===== src/rtl/dnsrt_pkg.sv =====
// Shared types and constants of the DNS response time binner.
// No dependencies; imported by dnsrt_front, dnsrt_binner and the core.
package dnsrt_pkg;

	localparam int CAPACITY   = 1024;
	localparam int CAP_W      = $clog2(CAPACITY);
	localparam int SLOT_W     = CAP_W + 1;
	localparam int CNT_W      = $clog2(CAPACITY + 1);
	localparam int FIFO_DEPTH = 2;
	localparam int IDX_W      = 26;
	localparam int KEY_W      = 57;
	localparam int TIME_W     = 52;
	localparam int US_PER_SEC = 1000000;

	localparam logic [SLOT_W-1:0] EMPTY_SLOT = SLOT_W'(CAPACITY);

	localparam logic [IDX_W-1:0] IDX_TIMEOUT = IDX_W'(0);
	localparam logic [IDX_W-1:0] IDX_MISSING = IDX_W'(1);
	localparam logic [IDX_W-1:0] IDX_DROPPED = IDX_W'(2);
	localparam logic [IDX_W-1:0] IDX_ERROR   = IDX_W'(3);
	localparam logic [IDX_W-1:0] FIRST_BIN   = IDX_W'(4);

	localparam logic [1:0] BIN_LINEAR = 2'd0;
	localparam logic [1:0] BIN_LOG10  = 2'd1;
	localparam logic [1:0] BIN_LOG2   = 2'd2;

	localparam logic [2:0] REG_BIN_MODE    = 3'd0;
	localparam logic [2:0] REG_MAX_SECONDS = 3'd1;
	localparam logic [2:0] REG_OVER_LIMIT  = 3'd2;
	localparam logic [2:0] REG_BUCKET_W    = 3'd3;
	localparam logic [2:0] REG_MAX_PENDING = 3'd4;
	localparam logic [2:0] REG_FULL_MODE   = 3'd5;

	localparam int N_POW10 = 7;
	localparam logic [IDX_W-1:0] POW10 [N_POW10] = '{
		IDX_W'(10), IDX_W'(100), IDX_W'(1000), IDX_W'(10000),
		IDX_W'(100000), IDX_W'(1000000), IDX_W'(10000000)
	};

	typedef struct packed {
		logic              is_response;
		logic [KEY_W-1:0]  key;
		logic [63:0]       chi;
		logic [63:0]       clo;
		logic [63:0]       shi;
		logic [63:0]       slo;
		logic [31:0]       tsec;
		logic [19:0]       tusec;
	} item_t;

	typedef struct packed {
		logic              valid;
		logic [KEY_W-1:0]  key;
		logic [63:0]       chi;
		logic [63:0]       clo;
		logic [63:0]       shi;
		logic [63:0]       slo;
	} tag_t;

endpackage


===== src/rtl/dnsrt_if.sv =====
// Channel interfaces of the binner: message input, result output, register writes.
// Plain widths of the message fields; no package needed.
interface dnsrt_req_if;
	logic        valid;
	logic        ready;
	logic        is_response;
	logic [15:0] dns_id;
	logic        ip_version6;
	logic [7:0]  protocol;
	logic [63:0] client_addr_hi;
	logic [63:0] client_addr_lo;
	logic [15:0] client_port;
	logic [63:0] server_addr_hi;
	logic [63:0] server_addr_lo;
	logic [15:0] server_port;
	logic [31:0] time_sec;
	logic [19:0] time_usec;
	modport source(output valid, is_response, dns_id, ip_version6, protocol, client_addr_hi,
		client_addr_lo, client_port, server_addr_hi, server_addr_lo, server_port,
		time_sec, time_usec, input ready);
	modport sink(input valid, is_response, dns_id, ip_version6, protocol, client_addr_hi,
		client_addr_lo, client_port, server_addr_hi, server_addr_lo, server_port,
		time_sec, time_usec, output ready);
endinterface



===== src/rtl/dnsrt_front.sv =====
// Front end: accepts message beats, packs the lookup key and queues items.
// Depends on dnsrt_pkg and dnsrt_req_if.
module dnsrt_front import dnsrt_pkg::*; (
	input  logic        clk,
	input  logic        arst_n,
	dnsrt_req_if.sink   req,
	input  logic        hold,
	input  logic        pop,
	output logic        item_vld,
	output item_t       item
);

	localparam int FA_W = $clog2(FIFO_DEPTH);
	localparam int FC_W = $clog2(FIFO_DEPTH + 1);

	item_t            fifo_q [FIFO_DEPTH];
	logic [FA_W-1:0]  wr_ptr_q;
	logic [FA_W-1:0]  rd_ptr_q;
	logic [FC_W-1:0]  count_q;
	item_t            in_item;
	logic             push;
	logic             pull;

	always_comb begin
		in_item.is_response = req.is_response;
		in_item.key         = {req.server_port, req.client_port, req.protocol,
			req.ip_version6, req.dns_id};
		in_item.chi         = req.client_addr_hi;
		in_item.clo         = req.client_addr_lo;
		in_item.shi         = req.server_addr_hi;
		in_item.slo         = req.server_addr_lo;
		in_item.tsec        = req.time_sec;
		in_item.tusec       = req.time_usec;
	end

	assign req.ready = !hold && (count_q != FC_W'(FIFO_DEPTH));
	assign push      = req.valid && req.ready;
	assign item_vld  = count_q != '0;
	assign item      = fifo_q[rd_ptr_q];
	assign pull      = pop && item_vld;

	always_ff @(posedge clk) begin
		if (push) begin
			fifo_q[wr_ptr_q] <= in_item;
		end
	end

	always_ff @(posedge clk or negedge arst_n) begin
		if (!arst_n) begin
			wr_ptr_q <= '0;
			rd_ptr_q <= '0;
			count_q  <= '0;
		end else begin
			if (push) begin
				wr_ptr_q <= (wr_ptr_q == FA_W'(FIFO_DEPTH - 1)) ? '0 : wr_ptr_q + 1'b1;
			end
			if (pull) begin
				rd_ptr_q <= (rd_ptr_q == FA_W'(FIFO_DEPTH - 1)) ? '0 : rd_ptr_q + 1'b1;
			end
			count_q <= count_q + FC_W'(push) - FC_W'(pull);
		end
	end

endmodule


===== src/flat_wrapper.sv =====
// flat-port wrapper written by rule: the top's interface ports become plain ports
module dnsrt_front_flat import dnsrt_pkg::*;
  (clk, arst_n, hold, pop, item_vld, item, req_valid, req_is_response, req_dns_id, req_ip_version6, req_protocol, req_client_addr_hi, req_client_addr_lo, req_client_port, req_server_addr_hi, req_server_addr_lo, req_server_port, req_time_sec, req_time_usec, req_ready);
  dnsrt_req_if req_i ();
  input  logic clk;
  input  logic arst_n;
  input  logic hold;
  input  logic pop;
  output logic item_vld;
  output item_t item;
  input wire logic [$bits(req_i.valid)-1:0] req_valid;
  input wire logic [$bits(req_i.is_response)-1:0] req_is_response;
  input wire logic [$bits(req_i.dns_id)-1:0] req_dns_id;
  input wire logic [$bits(req_i.ip_version6)-1:0] req_ip_version6;
  input wire logic [$bits(req_i.protocol)-1:0] req_protocol;
  input wire logic [$bits(req_i.client_addr_hi)-1:0] req_client_addr_hi;
  input wire logic [$bits(req_i.client_addr_lo)-1:0] req_client_addr_lo;
  input wire logic [$bits(req_i.client_port)-1:0] req_client_port;
  input wire logic [$bits(req_i.server_addr_hi)-1:0] req_server_addr_hi;
  input wire logic [$bits(req_i.server_addr_lo)-1:0] req_server_addr_lo;
  input wire logic [$bits(req_i.server_port)-1:0] req_server_port;
  input wire logic [$bits(req_i.time_sec)-1:0] req_time_sec;
  input wire logic [$bits(req_i.time_usec)-1:0] req_time_usec;
  output wire logic [$bits(req_i.ready)-1:0] req_ready;
  assign req_i.valid = req_valid;
  assign req_i.is_response = req_is_response;
  assign req_i.dns_id = req_dns_id;
  assign req_i.ip_version6 = req_ip_version6;
  assign req_i.protocol = req_protocol;
  assign req_i.client_addr_hi = req_client_addr_hi;
  assign req_i.client_addr_lo = req_client_addr_lo;
  assign req_i.client_port = req_client_port;
  assign req_i.server_addr_hi = req_server_addr_hi;
  assign req_i.server_addr_lo = req_server_addr_lo;
  assign req_i.server_port = req_server_port;
  assign req_i.time_sec = req_time_sec;
  assign req_i.time_usec = req_time_usec;
  assign req_ready = req_i.ready;
  dnsrt_front u_core (.clk(clk), .arst_n(arst_n), .req(req_i), .hold(hold), .pop(pop), .item_vld(item_vld), .item(item));
endmodule

===== config.mk =====
export PLATFORM = sky130hd
export DESIGN_NAME = dnsrt_front_flat
export DESIGN_NICKNAME = d
export VERILOG_FILES = /design/src/rtl/dnsrt_pkg.sv /design/src/rtl/dnsrt_if.sv /design/src/rtl/dnsrt_front.sv /design/src/flat_wrapper.sv
export SDC_FILE = /design/constraint.sdc
export NUM_CORES = 1
export LEC_CHECK = 0
export ABC_AREA = 1
export BUFFER_PORTS_ARGS = -buffer_cell sky130_fd_sc_hd__buf_2
export CAP_MARGIN = 20
export CELL_PAD_IN_SITES_DETAIL_PLACEMENT = 0
export CELL_PAD_IN_SITES_GLOBAL_PLACEMENT = 1
export CORE_AREA = 2 2 289 291
export CTS_CLUSTER_DIAMETER = 120
export DETAILED_ROUTE_END_ITERATION = 16
export DIE_AREA = 0 0 291 293
export HOLD_SLACK_MARGIN = 0.06
export PLACE_DENSITY_LB_ADDON = 0.1
export SLEW_MARGIN = 20
export SYNTH_ARGS = -nofsm -noshare
export SYNTH_HDL_FRONTEND = slang
export SYNTH_SLANG_ARGS = --single-unit

===== constraint.sdc =====
create_clock -name clk -period 22.9 [get_ports clk]
set_clock_uncertainty 0.2 [all_clocks]
set_input_delay 4.58 -clock clk [delete_from_list [all_inputs] [get_ports clk]]
set_output_delay 4.58 -clock clk [all_outputs]
set_load 0.03 [all_outputs]

==> impl_metrics.json <==
{
  "status": "complete, no violations",
  "synth-seq-cells": 736,
  "grt_antenna_before_repair": 37,
  "cts_buffer_depth": 3,
  "min_period_over_period_pct": 42.7,
  "hold_viol": 0,
  "cts-resized-gates": 0,
  "fin_ws_ps": 13110,
  "rows": 105,
  "drive_above_1_share_pct": 31.3,
  "worst_slew_pin_slew_ps": 1060,
  "vias_per_cell": 4.41,
  "critPathMaxFanout": 2,
  "layout_common_cells": "nand2_1 (1110), buf_2 (738), edfxtp_1 (732)",
  "first_iter_violations": 806,
  "cts_tree": "done",
  "grt_overflow": 0,
  "postRouteAntennaNets": 0,
  "drc_errors": 0,
  "clockRootBuffer": "clkbuf_16",
  "grt_pass1_vias": 16800,
  "setup_tns_ps": 0,
  "crit_path_end_kind": "output port",
  "p_per_area_nw_per_um2": 135,
  "syn_avg_cell_area_um2": 13.8,
  "worstSetupStartpointType": "input port",
  "finalSetupViolCount": 0,
  "dp.cells": 3690,
  "wl_per_cell_um": 20.4,
  "synth_cell_types": 15,
  "fillers": 7807,
  "min_period_ps": 9790,
  "hold_buffers": 0,
  "yosys_warnings": 0,
  "postCtsSetupRepairBufs": 0,
  "synthToLayoutAreaGrowth_pct": 26.4,
  "ys.flop_type": "edfxtp_1",
  "multi_input_area_um2": 4230,
  "rsz0062_at_grt": "false",
  "cts_buffers": 82,
  "syn-num-nets": 2319,
  "power.total_mw": 4.61,
  "clk_latency_ps": 610,
  "max_freq_ghz": 0.102,
  "chipWidth_um": 291,
  "place_worst_setup_slack_ps": 13130,
  "synth_area_um2": 27000,
  "num-nets-final": 3077,
  "min_path_type": "flop to flop",
  "mostFrequentLayoutCell": "nand2_1",
  "slew_violations": 0,
  "synth-edff-count": 732,
  "seq_area_frac_synth_pct": 81.9,
  "path_class": "input port to output port",
  "dp_hpwl_mm": 53.1,
  "vias": 17000,
  "grt_max_degree": 167,
  "core_um2": 81800,
  "first_pass_iters": 5,
  "die_area_um2": 85300,
  "chipHeight_um": 293,
  "peakVddDrop_mv": 0.113,
  "ff_latch_area_um2": 22100,
  "cts.clk_slew.worst_paths_ps": 60,
  "cts.sinks": 736,
  "ys_async_sr_fraction_pct": 0.543,
  "initial_utilization_pct": 32.9,
  "relSlewSlack_pct": 29.6,
  "grt_pass1_wl_mm": 112,
  "final_area_um2": 34100,
  "instances_no_fill": 3846,
  "worstPathArrival_ps": 5010,
  "io_pins": 739,
  "wl_mm": 78.5,
  "gp_congestion": 0.814,
  "maxCapViolCount": 0,
  "required_ps": 18120,
  "synth_cells": 1946,
  "grtUsageTotal_pct": 17.8,
  "leakage_nw": 14.4,
  "cts-htree-levels": 3,
  "port_buffers": 738,
  "place_area_um2": 31500
}
synth_stat cells (2+ instances only):
master	instances	area share, %
nand2_1	1110	15
edfxtp_1	732	82
buf_2	37	0.69
buf_6	23	0.96
buf_4	19	0.53
inv_1	10	0.14
dfrtp_1	4	0.37
nand3_1	3	0.056
ha_1	2	0.093
metrics by stage:
stage	utilization (%)	hold slack, ps
6_report	41.6	269
3_3_place_gp	38.5	259
4_1_cts	41.6	273
2_1_floorplan	-	242
3_5_place_dp	38.5	261
5_1_grt	41.6	302
kinds of logic (layout without fill, tap and decap cells):
family	after synthesis	count (layout)	share of synthesized area, %
AND/OR/NAND/NOR	1115	1115	15.6
flip-flops	736	736	81.9
AO/OA/AOI/OAI	1	1	0.0186
buffers and inverters	92	907	2.41
other	0	15	0
adder cells (fa/ha/maj)	2	2	0.0928
path summary, 6_finish.rpt:
check	start	end	slack [ps]	depth (start not counted)
worst max-delay path	hold	req_ready	13110	3
worst min register to register	u_core.wr_ptr_q	u_core.wr_ptr_q	270	2
max in group asynchronous	arst_n	u_core.rd_ptr_q	18750	1
worst min-delay path	u_core.wr_ptr_q	u_core.wr_ptr_q	270	2
min in group asynchronous	arst_n	u_core.wr_ptr_q	3580	1
worst max register to register	u_core.count_q[1]	u_core.fifo_q[0][323]	18450	6
worst max-delay path, stage by stage:
cell and delay, ps:
buf_2 100, a21oi_1 110, buf_2 210
where the power goes:
group	switching [mW]	internal, mW	leakage (nW)	total, mW
registers	0.0525	1.67	6.74	1.72
clock network	0.512	0.706	1.22	1.22
logic	1.30	0.364	6.41	1.66
total	1.86	2.74	14.4	4.61
registers in the layout (all words and copies together) (netlist names):
signal,cells
u_core.count_q,2
u_core.fifo_q,732
u_core.rd_ptr_q,1
u_core.wr_ptr_q,1
layer usage:
| metal | vias to the layer above | track usage, % | routed length [um] |
|---|---|---|---|
| met5 | - | 0 | 183 |
| met1 | 8134 | 19.5 | 28800 |
| met2 | 532 | 31.9 | 41000 |
| met3 | 148 | 6.34 | 6370 |
| met4 | 28 | 6.27 | 2230 |
| li1 | 8137 | - | - |
layout make-up:
type | count | share of cell area (%)
sequential | 736 | 64.8
inverter | 11 | 0.180
multi-input combinational | 1118 | 12.4
clock inverter | 36 | 0.768
antenna | 15 | 0.110
tap | 1070 | 3.93
timing repair buffer | 755 | 11.2
clock buffer | 105 | 6.53
No activity file was read; power rests on OpenSTA's default activity.
