==> src/rtl/dnsrt_pkg.sv <==
// Shared types and constants of the DNS response time binner.
// No dependencies; imported by dnsrt_front, dnsrt_binner and the core.
package dnsrt_pkg;

	localparam int CAPACITY   = 1024;
	localparam int CAP_W      = $clog2(CAPACITY);
	localparam int SLOT_W     = CAP_W + 1;
	localparam int CNT_W      = $clog2(CAPACITY + 1);
	localparam int FIFO_DEPTH = 2;
	localparam int IDX_W      = 26;
	localparam int KEY_W      = 57;
	localparam int TIME_W     = 52;
	localparam int US_PER_SEC = 1000000;

	localparam logic [SLOT_W-1:0] EMPTY_SLOT = SLOT_W'(CAPACITY);

	localparam logic [IDX_W-1:0] IDX_TIMEOUT = IDX_W'(0);
	localparam logic [IDX_W-1:0] IDX_MISSING = IDX_W'(1);
	localparam logic [IDX_W-1:0] IDX_DROPPED = IDX_W'(2);
	localparam logic [IDX_W-1:0] IDX_ERROR   = IDX_W'(3);
	localparam logic [IDX_W-1:0] FIRST_BIN   = IDX_W'(4);

	localparam logic [1:0] BIN_LINEAR = 2'd0;
	localparam logic [1:0] BIN_LOG10  = 2'd1;
	localparam logic [1:0] BIN_LOG2   = 2'd2;

	localparam logic [2:0] REG_BIN_MODE    = 3'd0;
	localparam logic [2:0] REG_MAX_SECONDS = 3'd1;
	localparam logic [2:0] REG_OVER_LIMIT  = 3'd2;
	localparam logic [2:0] REG_BUCKET_W    = 3'd3;
	localparam logic [2:0] REG_MAX_PENDING = 3'd4;
	localparam logic [2:0] REG_FULL_MODE   = 3'd5;

	localparam int N_POW10 = 7;
	localparam logic [IDX_W-1:0] POW10 [N_POW10] = '{
		IDX_W'(10), IDX_W'(100), IDX_W'(1000), IDX_W'(10000),
		IDX_W'(100000), IDX_W'(1000000), IDX_W'(10000000)
	};

	typedef struct packed {
		logic              is_response;
		logic [KEY_W-1:0]  key;
		logic [63:0]       chi;
		logic [63:0]       clo;
		logic [63:0]       shi;
		logic [63:0]       slo;
		logic [31:0]       tsec;
		logic [19:0]       tusec;
	} item_t;

	typedef struct packed {
		logic              valid;
		logic [KEY_W-1:0]  key;
		logic [63:0]       chi;
		logic [63:0]       clo;
		logic [63:0]       shi;
		logic [63:0]       slo;
	} tag_t;

endpackage

==> src/rtl/dnsrt_binner.sv <==
// Elapsed-time unit: normalises the time difference, applies the age limit and
// bins the microseconds (serial divide, log10 table or log2). Depends on dnsrt_pkg.
module dnsrt_binner import dnsrt_pkg::*; (
	input  logic              clk,
	input  logic              arst_n,
	input  logic              start,
	input  logic [TIME_W-1:0] qtime,
	input  logic [31:0]       now_sec,
	input  logic [19:0]       now_usec,
	input  logic [5:0]        max_seconds,
	input  logic              over_limit_mode,
	input  logic [1:0]        bin_mode,
	input  logic [19:0]       bucket_width_us,
	output logic              done,
	output logic [IDX_W-1:0]  idx
);

	localparam logic [2:0] B_IDLE = 3'd0;
	localparam logic [2:0] B_NORM = 3'd1;
	localparam logic [2:0] B_MUL  = 3'd2;
	localparam logic [2:0] B_SEL  = 3'd3;
	localparam logic [2:0] B_DIV  = 3'd4;

	logic [2:0]          state_q;
	logic signed [33:0]  ds_s1;
	logic signed [21:0]  du_s1;
	logic                err_s2;
	logic                tmo_s2;
	logic [5:0]          sec_s2;
	logic [19:0]         usec_s2;
	logic [IDX_W-1:0]    us_s3;
	logic [19:0]         rem_q;
	logic [IDX_W-1:0]    quo_q;
	logic [4:0]          cnt_q;

	logic signed [33:0]  ds_n;
	logic signed [21:0]  du_n;
	logic                over;
	logic [19:0]         wid;
	logic [20:0]         rem_sh;
	logic [19:0]         rem_nx;
	logic [IDX_W-1:0]    quo_nx;
	logic [2:0]          n10;
	logic [4:0]          n2;

	// One normalising step of the microseconds.
	always_comb begin
		ds_n = ds_s1;
		du_n = du_s1;
		if (du_s1 >= 22'sd1000000) begin
			ds_n = ds_s1 + 34'sd1;
			du_n = du_s1 - 22'sd1000000;
		end else if (du_s1 < 22'sd0) begin
			ds_n = ds_s1 - 34'sd1;
			du_n = du_s1 + 22'sd1000000;
		end
		over = ds_n >= $signed({28'b0, max_seconds});
	end

	always_comb begin
		wid    = (bucket_width_us == '0) ? 20'd1 : bucket_width_us;
		rem_sh = {rem_q, quo_q[IDX_W-1]};
		if (rem_sh >= {1'b0, wid}) begin
			rem_nx = 20'(rem_sh - {1'b0, wid});
			quo_nx = {quo_q[IDX_W-2:0], 1'b1};
		end else begin
			rem_nx = rem_sh[19:0];
			quo_nx = {quo_q[IDX_W-2:0], 1'b0};
		end
	end

	always_comb begin
		n10 = '0;
		for (int i = 0; i < N_POW10; i++) begin
			n10 = n10 + 3'(us_s3 >= POW10[i]);
		end
		n2 = '0;
		for (int i = 1; i < IDX_W; i++) begin
			if (us_s3[i]) begin
				n2 = 5'(i);
			end
		end
	end

	always_ff @(posedge clk) begin
		case (state_q)
			B_IDLE: begin
				ds_s1 <= {2'b0, now_sec} - {2'b0, qtime[TIME_W-1:20]};
				du_s1 <= {2'b0, now_usec} - {2'b0, qtime[19:0]};
			end
			B_NORM: begin
				err_s2 <= (ds_n < 34'sd0) || (du_n < 22'sd0);
				tmo_s2 <= over && over_limit_mode;
				sec_s2 <= over ? max_seconds : ds_n[5:0];
				usec_s2 <= over ? 20'd0 : du_n[19:0];
			end
			B_MUL: begin
				us_s3 <= 26'(26'(sec_s2) * 26'(US_PER_SEC)) + 26'(usec_s2);
			end
			B_SEL: begin
				rem_q <= '0;
				quo_q <= us_s3;
			end
			B_DIV: begin
				rem_q <= rem_nx;
				quo_q <= quo_nx;
			end
			default: begin
			end
		endcase
	end

	always_ff @(posedge clk or negedge arst_n) begin
		if (!arst_n) begin
			state_q <= B_IDLE;
			done    <= 1'b0;
			idx     <= '0;
			cnt_q   <= '0;
		end else begin
			done <= 1'b0;
			case (state_q)
				B_IDLE: begin
					if (start) begin
						state_q <= B_NORM;
					end
				end
				B_NORM: state_q <= B_MUL;
				B_MUL:  state_q <= B_SEL;
				B_SEL: begin
					state_q <= B_IDLE;
					done    <= 1'b1;
					if (err_s2) begin
						idx <= IDX_ERROR;
					end else if (tmo_s2) begin
						idx <= IDX_TIMEOUT;
					end else begin
						case (bin_mode)
							BIN_LINEAR: begin
								done    <= 1'b0;
								cnt_q   <= '0;
								state_q <= B_DIV;
							end
							BIN_LOG10: idx <= (us_s3 == '0) ? IDX_ERROR : FIRST_BIN + IDX_W'(n10);
							BIN_LOG2:  idx <= (us_s3 == '0) ? IDX_ERROR : FIRST_BIN + IDX_W'(n2);
							default:   idx <= IDX_ERROR;
						endcase
					end
				end
				B_DIV: begin
					cnt_q <= cnt_q + 5'd1;
					if (cnt_q == 5'(IDX_W - 1)) begin
						idx     <= FIRST_BIN + quo_nx;
						done    <= 1'b1;
						state_q <= B_IDLE;
					end
				end
				default: state_q <= B_IDLE;
			endcase
		end
	end

endmodule

==> config.mk <==
export PLATFORM = sky130hd
export DESIGN_NAME = dnsrt_binner
export DESIGN_NICKNAME = d
export VERILOG_FILES = /design/src/rtl/dnsrt_pkg.sv /design/src/rtl/dnsrt_binner.sv
export SDC_FILE = /design/constraint.sdc
export NUM_CORES = 1
export LEC_CHECK = 0
export BUFFER_PORTS_ARGS = -buffer_cell sky130_fd_sc_hd__buf_2
export CORE_ASPECT_RATIO = 1.25
export CORE_MARGIN = 2
export CORE_UTILIZATION = 45
export DETAILED_ROUTE_END_ITERATION = 12
export PLACE_DENSITY_LB_ADDON = 0.15
export SYNTH_ARGS = -nofsm -noshare
export SYNTH_HDL_FRONTEND = slang
export SYNTH_SLANG_ARGS = --single-unit
==> constraint.sdc <==
create_clock -name clk -period 5.7 [get_ports clk]
set_clock_uncertainty 0.15 [all_clocks]
set_input_delay 0.855 -clock clk [delete_from_list [all_inputs] [get_ports clk]]
set_output_delay 0.855 -clock clk [all_outputs]
set_load 0.03 [all_outputs]
==> results.py <==
metrics = {
    "setup_path": {
        "path_class": "reg2reg",
        "cp.arrival_ps": 5030,
        "reg2reg_slack_ps": 710,
        "crit_start": "du_s1[11]$_DFFE_PP_",
        "cp.required_ps": 5740,
        "crit_path_end_kind": "register",
        "critPathCapture": "tmo_s2$_DFFE_PP_",
        "worstRegToRegCells": 15,
        "crit_path_start_kind": "register",
        "r2r_start": "du_s1[11]$_DFFE_PP_",
        "cp_max_fo": 21,
        "r2r_end": "tmo_s2$_DFFE_PP_",
    },
    "final_layout": {
        "fillers": 3317,
        "final_cell_mix": "inv_1 (175), nand2_1 (170), buf_2 (162)",
        "final_nets": 2191,
        "final_common_cell": "inv_1",
        "drive_gt1_share_pct": 12.4,
        "area_delta_synth_final_pct": 12.2,
    },
    "logic_synthesis": {
        "synth_area_leaders": "edfxtp_1 (29%), ha_1 (11%), dfrtp_1 (5.6%)",
        "postSynth.asyncResetShare_pct": 18.5,
        "synth_enable_flop_cells": 154,
        "ys.flop_type": "edfxtp_1",
        "syn_area_per_cell_sq_um": 8.99,
        "yosys.area.top_type": "edfxtp_1",
        "ys_seq_area_share_pct": 34.9,
        "synth_top_area_share_pct": 29.3,
        "syn_inst": 1755,
        "synth_warnings": 0,
        "yosysUniqueCellTypes": 87,
        "ys_seq_elements": 189,
        "synth_nets": 2047,
        "netlist_area_sq_um": 15800,
    },
    "clock_network": {
        "post_cts_buffers": 0,
        "cts.sinks": 189,
        "cts_hold_buf": 0,
        "post_cts_resize_count": 0,
        "cts_buffer_depth": 2,
        "cts_tree": "built",
        "h-tree-depth": 4,
        "cts.clk_slew.worst_paths_ps": 70,
        "clkLatencyLatePin_ps": 440,
        "cts-root-buf": "clkbuf_16",
        "cts_buffers": 17,
    },
    "die": {
        "start_util_pct": 45.7,
        "rows": 76,
        "ios": 163,
        "core_area_sq_um": 34500,
        "dieHeight_um": 213,
        "die-area_sq_um": 36600,
        "dieWidth_um": 171,
    },
    "routing": {
        "drt_wl_total_um": 37900,
        "num_vias": 13200,
        "via_per_inst": 5.53,
        "drt_iter0_drc": 715,
        "wl_per_cell_um": 15.9,
        "ant_nets": 0,
        "firstDrtPassIters": 5,
        "drc_errors": 0,
    },
    "power_and_ir_drop": {
        "powerDensity_nw_per_um2": 569,
        "p_int_mw": 5.61,
        "sequentialPowerShare_pct": 30.9,
        "clkPwrFrac_pct": 12.1,
        "switchingPower_mw": 4.45,
        "p_comb_share_pct": 56.9,
        "p_sw_share_pct": 44.2,
        "report.power.total_mw": 10.1,
        "vdd.ir_drop.worst_uv": 499,
        "p_leak_nw": 7.47,
    },
    "grt": {
        "grt_pass1_wl_um": 63400,
        "grt_pass1_vias": 13100,
        "track_usage_pct": 21.4,
        "antenna_found_initial": 1,
        "gr-total-overflow": 0,
        "grt_max_degree": 55,
    },
    "job": {
        "max-cap-violations": 0,
    },
    "place": {
        "dp_hpwl_um": 30200,
        "numPortBuffers": 162,
        "routabilityCongestion": 0.934,
        "dpl_worst_slack_ps": 735,
    },
    "timing": {
        "hold_viol_final": 0,
        "worst_pin_slew_ps": 1110,
        "post-route-period-util_pct": 87.6,
        "rsz0062_at_grt": "no",
        "setup_ws_ps": 706,
        "finalCriticalPeriod_ps": 4990,
        "max_freq_mhz": 200,
        "setup_viol": 0,
        "tns_ps": 0,
        "drv_slew": 0,
        "relSlewSlack_pct": 26.0,
        "whs_ps": 268,
    },
    "min_path": {
        "hold_path_depth": 0,
        "hold_path.class": "reg2reg",
    },
    "status": {
        "outcome": "finished clean",
    },
}
## worst max-delay path, cell delays in order (launching register included)
cell and delay [ps]:
edfxtp_1 500, or4_4 590, a221oi_2 710, a21oi_1 130, buf_4 250, a41oi_1 260
xnor2_1 210, ha_1 310, a21o_1 160, a21o_1 170, a211oi_1 310, nor2b_1 200
and2_1 250, nand3_1 100, buf_4 210, and3_1 200
## how the worst min path moves through the flow
stage	start	slack (ps)	to
final	usec_s2[0]$_SDFFCE_PP0P_	270	us_s3[0]$_DFFE_PP_
after global routing	usec_s2[4]$_SDFFCE_PP0P_	290	us_s3[4]$_DFFE_PP_
after CTS	usec_s2[0]$_SDFFCE_PP0P_	270	us_s3[0]$_DFFE_PP_
after detailed placement	usec_s2[0]$_SDFFCE_PP0P_	250	us_s3[0]$_DFFE_PP_
after global placement	usec_s2[4]$_SDFFCE_PP0P_	260	us_s3[4]$_DFFE_PP_
after floorplan	usec_s2[0]$_SDFFCE_PP0P_	250	us_s3[0]$_DFFE_PP_
## flip-flops by register name, summed over array words and instances (netlist names), 5 cells and up
signal   count
sec_s2       6
ds_s1       33
cnt_q        5
us_s3       26
quo_q       26
usec_s2     20
idx         26
rem_q       20
du_s1       21
## through the flow
step                      instance area [sq um]  util, %  instances
after global placement                    17100     49.5       2348
final                                     17700     51.2       2381
after CTS                                 17700     51.2       2380
after floorplan                           15800        -       1755
after detailed placement                  17100     49.5       2348
after global routing                      17700     51.2       2381
## kinds of logic after synthesis
group | Yosys count | share of synthesized area [%]
xor gates and xnor gates | 141 | 7.83
and+or+nand+nor | 604 | 19.1
adders and majority gates | 156 | 13.2
muxes | 23 | 1.46
buffers and inverters | 224 | 5.43
AOI/OAI and AO/OA | 418 | 18.1
DFF | 189 | 34.9
## layout make-up
cell class	count	area [sq um]	share of cell area (%)
antenna	1	2.50	0.0141
sequential	189	5500	31.1
inverter	175	657	3.71
clock inverter	11	88.8	0.502
clock buffer	21	514	2.91
tap	468	586	3.31
timing repair buffer	174	901	5.09
multi-input combinational	1342	9440	53.4
## routing by layer
layer  vias up  track usage (%)  wire [um]
met5         -                0          0
met4         0             8.97       1310
met3        65             2.21        970
met2       265             40.2      19800
met1      6153             24.6      15900
li1       6690                -          -
## Yosys cell counts, drive strengths merged (19+ instances only)
| cell type | number |
|---|---|
| a21o | 26 |
| nor2 | 133 |
| ha | 138 |
| xor2 | 53 |
| inv | 175 |
| nor2b | 22 |
| o21ai | 76 |
| o31ai | 19 |
| nor4 | 26 |
| a21oi | 103 |
| edfxtp | 154 |
| clkbuf | 38 |
| nand2 | 171 |
| a21boi | 22 |
| xnor2 | 88 |
| o21a | 27 |
| nand3 | 62 |
| mux2i | 23 |
| nor3 | 47 |
| nand4 | 38 |
| dfrtp | 35 |
## power groups by stage
stage	registers (mW)	clock network [mW]	logic (mW)
after floorplan	2.92	0	4.64
after global placement	3.12	0	5.66
after detailed placement	3.13	0	5.74
after CTS	3.10	1.26	5.78
after global routing	3.19	1.31	6.55
final	3.11	1.22	5.73
Note: power is estimated with default switching activity, not from simulation.
