==> src/rtl/dnsrt_ram.sv <==
// Generic single-write, single-read RAM with registered read data.
// No dependencies.
module dnsrt_ram #(
	parameter int WIDTH = 8,
	parameter int DEPTH = 16
) (
	input  logic                     clk,
	input  logic                     we,
	input  logic [$clog2(DEPTH)-1:0] waddr,
	input  logic [WIDTH-1:0]         wdata,
	input  logic [$clog2(DEPTH)-1:0] raddr,
	output logic [WIDTH-1:0]         rdata
);

	logic [WIDTH-1:0] mem [DEPTH];

	always_ff @(posedge clk) begin
		if (we) begin
			mem[waddr] <= wdata;
		end
		rdata <= mem[raddr];
	end

endmodule

==> config.mk <==
export PLATFORM = sky130hd
export DESIGN_NAME = dnsrt_ram
export DESIGN_NICKNAME = d
export VERILOG_FILES = /design/src/rtl/dnsrt_ram.sv
export SDC_FILE = /design/constraint.sdc
export NUM_CORES = 1
export LEC_CHECK = 0
export CELL_PAD_IN_SITES_DETAIL_PLACEMENT = 1
export CELL_PAD_IN_SITES_GLOBAL_PLACEMENT = 1
export CORE_ASPECT_RATIO = 0.75
export CORE_UTILIZATION = 50
export DETAILED_ROUTE_END_ITERATION = 10
export DONT_BUFFER_PORTS = 1
export GPL_TIMING_DRIVEN = 0
export PLACE_DENSITY = 0.68
export SYNTH_ARGS = -nofsm -noshare
export SYNTH_HDL_FRONTEND = slang
export SYNTH_SLANG_ARGS = --single-unit
==> constraint.sdc <==
create_clock -name clk -period 2.1 [get_ports clk]
set_input_delay 0.42 -clock clk [delete_from_list [all_inputs] [get_ports clk]]
set_output_delay 0.42 -clock clk [all_outputs]
set_load 0.01 [all_outputs]
==> impl_metrics.ini, run 1 <==
[job]
maxCapViolCount = 0

[place]
dpl_cell_area_mm2 = 0.005313
port_buffers = 0
pre_cts_ws_ns = -0.3285
placed_cells = 361
place_congestion = 0.7208
hpwlAfterDp_um = 6566

[timing]
worst_pin_slew_ns = 1.283
finalSetupViolCount = 0
rsz0062_at_grt = no
setup_slack_ns = 0.5313
slew_headroom = 0.1380
timing.final.crit_period_ns = 1.569
max_freq_mhz = 637.5
finalSetupTns_ns = 0
hold_viol = 0
clock_skew_ns = 0.006931
final_max_slew_viol_count = 0
min_period_over_period = 0.7470

[cells_and_area]
antenna_cells = 0
layout_commonest_cell = edfxtp_1
layout_common_cells = edfxtp_1 (128), mux4_2 (18), clkbuf_16 (17), a22oi_1 (16), mux4_1 (14)
stdcell_count = 394
drive_gt1_frac = 0.2290
layout.nets = 267
syn2layout_area_growth_pct = 13.88
num-fill-cells = 810
stdcell_area_mm2 = 0.005862

[critical_path]
crit_chain = nand3b_1 > nor3_1
path_max_fanout = 8
startpoint = waddr[3]
crit_buf_inv = 0
start_kind = input port
critPathSlowestCell = nor3_1
cp_data_required_time_ns = 2.12
timing.rr.start = mem[9][5]
slowest_delay_ns = 0.97
crit_arrival_ns = 1.59
end_kind = register
critPathKind = in2reg
crit_family = simple AND/OR/NAND/NOR gates

[cts]
hold_buffers = 0
clock-sinks = 136
cts_tree = yes
post_cts_buffers = 0
cts_resized = 0
cts.path.max_buffers = 2
cts_made_buffers = 17
ctsHtreeMaxLevel = 4
clk_pin_slew_ns = 0.06
clk-insertion-delay-late_ns = 0.41
cts_root_buf = clkbuf_16

[power]
comb_power_share = 0.036
pwr-share-seq = 0.517
switching_share = 0.1993
intPower_mw = 4.747
ir_drop_mv = 0.7209
leakagePower_nw = 1.914
clkPwrFrac = 0.447
switching_power_mw = 1.181
powerDensity_mw_per_mm2 = 1011

[logic_synthesis]
synth_area_mm2 = 0.005147
yosysUniqueCellTypes = 19
synth-seq-area-share = 0.7778
synth_area_per_cell_um2 = 22.48
synth_nets = 247
netlist.area_leader.share = 0.7467
ys_warn_count = 0
yosysTopAreaCell = edfxtp_1
syn-instance-count = 229
synthTopCellsByArea = edfxtp_1 (75%), mux4_2 (7.9%), mux4_1 (7.1%)
ys_seq_elements = 136

[drt]
drt_wl_total_um = 10310
route.detailed.drc = 0
drt-vias-per-instance = 5.843
ant_nets = 0
vias = 2302
dr.first_iter.drc_count = 204
dr.pass1.iters = 4
avgRoutedWirePerCell_um = 26.17

[die]
io_pins = 26
die_y_um = 89.87
dieArea_mm2 = 0.01071
start_util = 0.5245
rows = 31
coreArea_mm2 = 0.009813
dieWidth_um = 119.2

[global_routing]
grt_pass1_wl_um = 15340
grt_max_degree = 17
grt.overflow.total = 0
grt_pass1_vias = 2358
grt.total_usage = 0.2154
antenna_found_initial = 0

[run_status]
status = finished clean

[worst_hold_path]
hp-start = wdata[4]
min_path_type = in2reg
state kept, by name (all words and copies together), names as in the netlist:
name / flops
rdata: 8
mem: 128
worst paths after layout:
kind,endpoint,cells after the start,slack [ns]
worst max-delay path,mem[4][2],2,0.53
worst min-delay path,mem[12][4],0,0.10
worst max register to register,rdata[5],3,0.73
worst min register to register,rdata[1],3,0.70
power by group through the flow:
stage | clock (mW) | sequential [mW] | combinational (mW)
global placement | 0 | 3.12 | 0.212
finish | 2.65 | 3.06 | 0.211
detailed placement | 0 | 3.12 | 0.212
CTS | 2.68 | 3.07 | 0.213
floorplan | 0 | 3.11 | 0.154
global route | 2.79 | 3.07 | 0.226
metal layers:
layer / vias to the layer above / track usage / wire length, µm
met5: - / 0 / 0
met4: 0 / 0.06435 / 55
met3: 4 / 0.08185 / 823
met2: 66 / 0.2984 / 4667
met1: 1221 / 0.3182 / 4764
li1: 1011 / - / -
Yosys cell counts:
| master | number |
|---|---|
| a22oi_1 | 16 |
| and2_1 | 1 |
| and2b_1 | 1 |
| buf_2 | 3 |
| buf_4 | 1 |
| buf_6 | 3 |
| clkdlybuf4s25_2 | 3 |
| dfxtp_1 | 8 |
| edfxtp_1 | 128 |
| mux4_1 | 14 |
| mux4_2 | 18 |
| nand2_1 | 9 |
| nand2b_1 | 2 |
| nand3_1 | 1 |
| nand3b_1 | 2 |
| nor2_1 | 13 |
| nor2b_1 | 1 |
| nor3_1 | 4 |
| or3b_2 | 1 |
metrics by stage:
| stage | hold slack, ns | power, mW | util |
|---|---|---|---|
| after global placement | 0.5195 | 3.328 | 0.5414 |
| after floorplan | 0.5189 | 3.267 | - |
| after detailed placement | 0.5196 | 3.333 | 0.5414 |
| after global routing | 0.07816 | 6.081 | 0.5973 |
| after CTS | 0.08082 | 5.962 | 0.5961 |
| final | 0.1020 | 5.928 | 0.5973 |
cells by family after synthesis:
group	after synthesis	synth area share
AO/OA/AOI/OAI	16	0.02334
buffers and inverters	10	0.01677
flip-flops	136	0.7778
multiplexers	32	0.1502
AND/OR/NAND/NOR	35	0.03184
final cells by class:
class	instances	area, µm²	area share
multi-input combinational	83	1062	0.1812
tap	132	165.2	0.02817
buffer	10	86.33	0.01473
sequential	136	4004	0.6830
clock inverter	10	52.55	0.008965
clock buffer	22	484.2	0.08260
timing repair buffer	1	7.507	0.001281
Note: power is estimated with default switching activity, not from simulation.
==> inputs of run 2 (changes only) <==
--- a/config.mk
+++ b/config.mk
@@ -12,7 +12,7 @@
 export DETAILED_ROUTE_END_ITERATION = 10
 export DONT_BUFFER_PORTS = 1
 export GPL_TIMING_DRIVEN = 0
-export PLACE_DENSITY = 0.68
+export PLACE_DENSITY = 0.7
 export SYNTH_ARGS = -nofsm -noshare
 export SYNTH_HDL_FRONTEND = slang
 export SYNTH_SLANG_ARGS = --single-unit
==> constraint.sdc (replaced) <==
create_clock -name clk -period 1.4 [get_ports clk]
set_input_delay 0.28 -clock clk [delete_from_list [all_inputs] [get_ports clk]]
set_output_delay 0.28 -clock clk [all_outputs]
set_load 0.01 [all_outputs]
==> impl_metrics.ini, run 2 (same netlist as run 1, synthesis figures left out) <==
[cts]
cts_made_buffers = 17
clk-insertion-delay-late_ns = 0.42
cts.path.max_buffers = 2
clock-sinks = 136
cts_root_buf = clkbuf_16
clk_pin_slew_ns = 0.06
ctsHtreeMaxLevel = 4
post_cts_buffers = 0
cts_tree = yes

[cells_and_area]
regMostFlops = mem
syn2layout_area_growth_pct = 17.70
layout_common_cells = edfxtp_1 (128), mux4_2 (18), clkbuf_16 (17), mux4_1 (14), a22oi_1 (13)
layout.nets = 274
reg.largest.list = mem (128), rdata (8)
largest_reg_flops = 128
layout_commonest_cell = edfxtp_1
antenna_cells = 0
drive_gt1_frac = 0.2602
stdcell_count = 401

[global_routing]
met2_usage = 0.3232
grt.total_usage = 0.2170
antenna_found_initial = 0
grt_pass1_wl_um = 15750
met3_usage = 0.07868
grt_pass1_vias = 2602
grt_max_degree = 17
grt_busiest_layer = met2
grt.overflow.total = 0
grt_util_met1 = 0.2932

[critical_path]
cp_data_required_time_ns = 1.70
r2r_slack_ns = 0.03
crit_end = rdata[5]
timing.rr.start = mem[9][5]
startpoint = mem[9][5]
start_kind = register
end_kind = register
path_max_fanout = 1
critPathKind = reg2reg
timing.rr.end = rdata[5]
reg2regPathDepth = 3
crit_arrival_ns = 1.67

[die]
coreArea_mm2 = 0.009813
dieWidth_um = 119.2
io_pins = 26
start_util = 0.5245
rows = 31
dieArea_mm2 = 0.01071
die_y_um = 89.87

[power]
finalPower_mw = 9.514
leakagePower_nw = 1.980
ir_drop_mv = 1.512
powerDensity_mw_per_mm2 = 1570

[drt]
drt_wl_total_um = 10320
route.detailed.drc = 0
dr.pass1.iters = 4
dr.first_iter.drc_count = 188
vias = 2357
ant_nets = 0
avgRoutedWirePerCell_um = 25.74
drt-vias-per-instance = 5.878

[timing]
max_freq_mhz = 731.0
setup_slack_ns = 0.03206
timing.final.crit_period_ns = 1.368
slew_headroom = 0.3971
min_period_over_period = 0.9771
rsz0062_at_grt = no
finalSetupViolCount = 0
clock_skew_ns = 0.005727
worst_pin_slew_ns = 0.9010
hold_viol = 0
final_max_slew_viol_count = 0

[place]
pre_cts_ws_ns = -0.4272
place_congestion = 0.6883
hpwlAfterDp_um = 6553
placed_cells = 361
port_buffers = 0

[worst_hold_path]
min_path_type = in2reg

[run_status]
status = finished clean

[job]
maxCapViolCount = 0
==> run 2: changes by cell type in the layout (fill, tap and decap cells not counted), sizes merged <==
| cell | previous run | this run |
|---|---|---|
| bufinv | 0 | 3 |
| clkbuf | 23 | 20 |
| clkinv | 8 | 6 |
| clkinvlp | 2 | 3 |
| dlygate4sd3 | 0 | 8 |
==> run 2: power by group <==
group,internal (mW),switching (mW),total (mW)
combinational,0.169,0.222,0.391
sequential,4.56,0.0406,4.60
clock,2.88,1.64,4.53
==> run 2: repair_timing <==
item | CTS | global route
pin swaps | 0 | 0
setup endpoints to repair | 2 | 9
hold endpoints to repair | 128 | 0
hold buffers | 8 | 0
gates resized for setup | 2 | 2
==> run 2: final cells by class <==
cell class | count | area (µm²)
clock buffers | 20 | 456.7
fillers | 794 | 3755
clock inverters | 12 | 150.1
repair buffers | 8 | 80.08
flip-flops and latches | 136 | 4004
well taps | 132 | 165.2
plain buffers | 10 | 93.84
multi-input cells | 83 | 1109
==> run 2: how the worst min path moves through the flow <==
stage / end / start / slack (ns) / cells after the start
2_1_floorplan: mem[0][0] / wdata[0] / 0.38 / 0
3_3_place_gp: mem[3][0] / wdata[0] / 0.38 / 0
3_5_place_dp: mem[3][0] / wdata[0] / 0.38 / 0
4_1_cts: mem[0][0] / waddr[1] / 0.09 / 1
5_1_grt: mem[0][5] / waddr[1] / 0.09 / 1
6_report: mem[0][5] / waddr[1] / 0.10 / 1
==> run 2: per-layer routing <==
layer	wire (µm)	vias up
li1	-	1030
met1	4684	1230
met2	4829	79
met3	636	18
met4	170	0
met5	0	-
==> run 2: per-stage QoR <==
step | instance area (µm²) | TNS [ns] | hold WS, ns | util
5_1_grt | 6058 | 0 | 0.08798 | 0.6174
3_5_place_dp | 5351 | -27.36 | 0.3794 | 0.5453
6_report | 6058 | 0 | 0.1033 | 0.6174
3_3_place_gp | 5351 | -23.88 | 0.3795 | 0.5453
2_1_floorplan | 5186 | -0.09294 | 0.3789 | -
4_1_cts | 6048 | 0 | 0.08739 | 0.6163
==> run 2: critical path, cell delays in order, from the launching register on <==
cell      delay (ns)
edfxtp_1        0.38
mux4_1          0.57
a22oi_2         0.22
nand2_1         0.08
==> inputs of run 3 (changes only) <==
--- a/config.mk
+++ b/config.mk
@@ -9,6 +9,7 @@
 export CELL_PAD_IN_SITES_GLOBAL_PLACEMENT = 1
 export CORE_ASPECT_RATIO = 0.75
 export CORE_UTILIZATION = 50
+export CTS_BUF_LIST = sky130_fd_sc_hd__clkbuf_8
 export DETAILED_ROUTE_END_ITERATION = 10
 export DONT_BUFFER_PORTS = 1
 export GPL_TIMING_DRIVEN = 0
==> impl_metrics.ini, run 3 (same netlist as run 1, synthesis figures left out) <==
[global_routing]
grt.overflow.total = 0
grt.total_usage = 0.2116
met3_usage = 0.06155
grt_pass1_vias = 2578
grt_util_met1 = 0.2941
antenna_found_initial = 0
grt_max_degree = 17
grt_pass1_wl_um = 15410
grt_busiest_layer = met2
met2_usage = 0.3125

[place]
pre_cts_ws_ns = -0.4272
port_buffers = 0
placed_cells = 361
hpwlAfterDp_um = 6553
place_congestion = 0.6883

[drt]
dr.first_iter.drc_count = 166
dr.pass1.iters = 4
ant_nets = 0
avgRoutedWirePerCell_um = 25.61
route.detailed.drc = 0
vias = 2344
drt_wl_total_um = 10270
drt-vias-per-instance = 5.845

[cells_and_area]
drive_gt1_frac = 0.2602
largest_reg_flops = 128
num-fill-cells = 810
regMostFlops = mem
layout.nets = 274
multi_input_area_mm2 = 0.001109
stdcell_count = 401
layout_common_cells = edfxtp_1 (128), clkbuf_8 (19), mux4_2 (18), mux4_1 (14), a22oi_1 (13)
finalCoreUtilization = 0.5979
reg.largest.list = mem (128), rdata (8)
seq_area_mm2 = 0.004004
syn2layout_area_growth_pct = 13.98
layout_commonest_cell = edfxtp_1
antenna_cells = 0

[timing]
hold_viol = 0
finalSetupViolCount = 0
timing.final.crit_period_ns = 1.379
clock_skew_ns = 0.009594
final_max_slew_viol_count = 0
min_period_over_period = 0.9853
max_freq_mhz = 725.0
worst_pin_slew_ns = 0.9157
finalSetupTns_ns = 0
rsz0062_at_grt = no
setup_slack_ns = 0.02065
slew_headroom = 0.3873

[die]
io_pins = 26
dieWidth_um = 119.2
dieArea_mm2 = 0.01071
die_y_um = 89.87
coreArea_mm2 = 0.009813
rows = 31
start_util = 0.5245

[critical_path]
crit_arrival_ns = 1.70
crit_buf_inv = 0
cp_data_required_time_ns = 1.72
path_max_fanout = 1
end_kind = register
critPathSlowestCell = mux4_1
slowest_delay_ns = 0.57
critPathKind = reg2reg
start_kind = register
crit_chain = mux4_1 > a22oi_2 > nand2_1
crit_family = multiplexers

[cts]
post_cts_buffers = 0
clock-sinks = 136
cts_tree = yes
cts.path.max_buffers = 2
ctsHtreeMaxLevel = 4
cts_made_buffers = 17
clk_pin_slew_ns = 0.08
cts_root_buf = clkbuf_8
clk-insertion-delay-late_ns = 0.44

[power]
ir_drop_mv = 0.6590
finalPower_mw = 8.301
powerDensity_mw_per_mm2 = 1415
leakagePower_nw = 1.896

[job]
maxCapViolCount = 0

[worst_hold_path]
min_path_type = in2reg

[run_status]
status = finished clean
==> run 3: path summary, 6_finish.rpt <==
path	endpoint	slack (ns)	start	cells past startpoint
hold reg to reg	rdata[0]	0.70	mem[13][0]	3
setup reg to reg	rdata[5]	0.02	mem[9][5]	3
hold / removal	mem[0][4]	0.07	waddr[1]	1
setup / recovery	rdata[5]	0.02	mem[9][5]	3
==> run 3: repair_timing <==
item                                    4_1_cts  5_1_grt
hold endpoints to repair                    128        0
gates resized for setup                       1        3
hold buffers                                  8        0
endpoints found under the setup margin        1       10
==> run 3: through the flow <==
step / hold WS, ns / area (µm²)
2_1_floorplan: 0.3789 / 5186
3_3_place_gp: 0.3795 / 5351
3_5_place_dp: 0.3794 / 5351
4_1_cts: 0.05060 / 5852
5_1_grt: 0.05677 / 5867
6_report: 0.07496 / 5867
==> run 3: where the power goes <==
| part | internal [mW] | switching, mW | leakage [nW] |
|---|---|---|---|
| clock network | 1.84 | 1.48 | 0.209 |
| registers | 4.55 | 0.0401 | 1.22 |
| logic | 0.169 | 0.220 | 0.464 |
==> run 3: metal layers <==
| metal | part of all wire | vias to the layer above |
|---|---|---|
| met2 | 0.47 | 76 |
| met4 | 0.020 | 0 |
| met3 | 0.058 | 19 |
| met5 | 0 | - |
| li1 | - | 1027 |
| met1 | 0.45 | 1222 |
==> run 3: worst reg2reg max path: stages, from the launching register on <==
cell and delay, ns:
edfxtp_1 0.39, mux4_1 0.57, a22oi_2 0.20, nand2_1 0.10
==> run 3: final cells by class <==
type / count / share of cell area
flip-flops and latches: 136 / 0.6824
clock buffers: 19 / 0.04457
well taps: 132 / 0.02815
plain buffers: 10 / 0.01599
clock inverters: 13 / 0.02623
repair buffers: 8 / 0.01365
multi-input cells: 83 / 0.1890
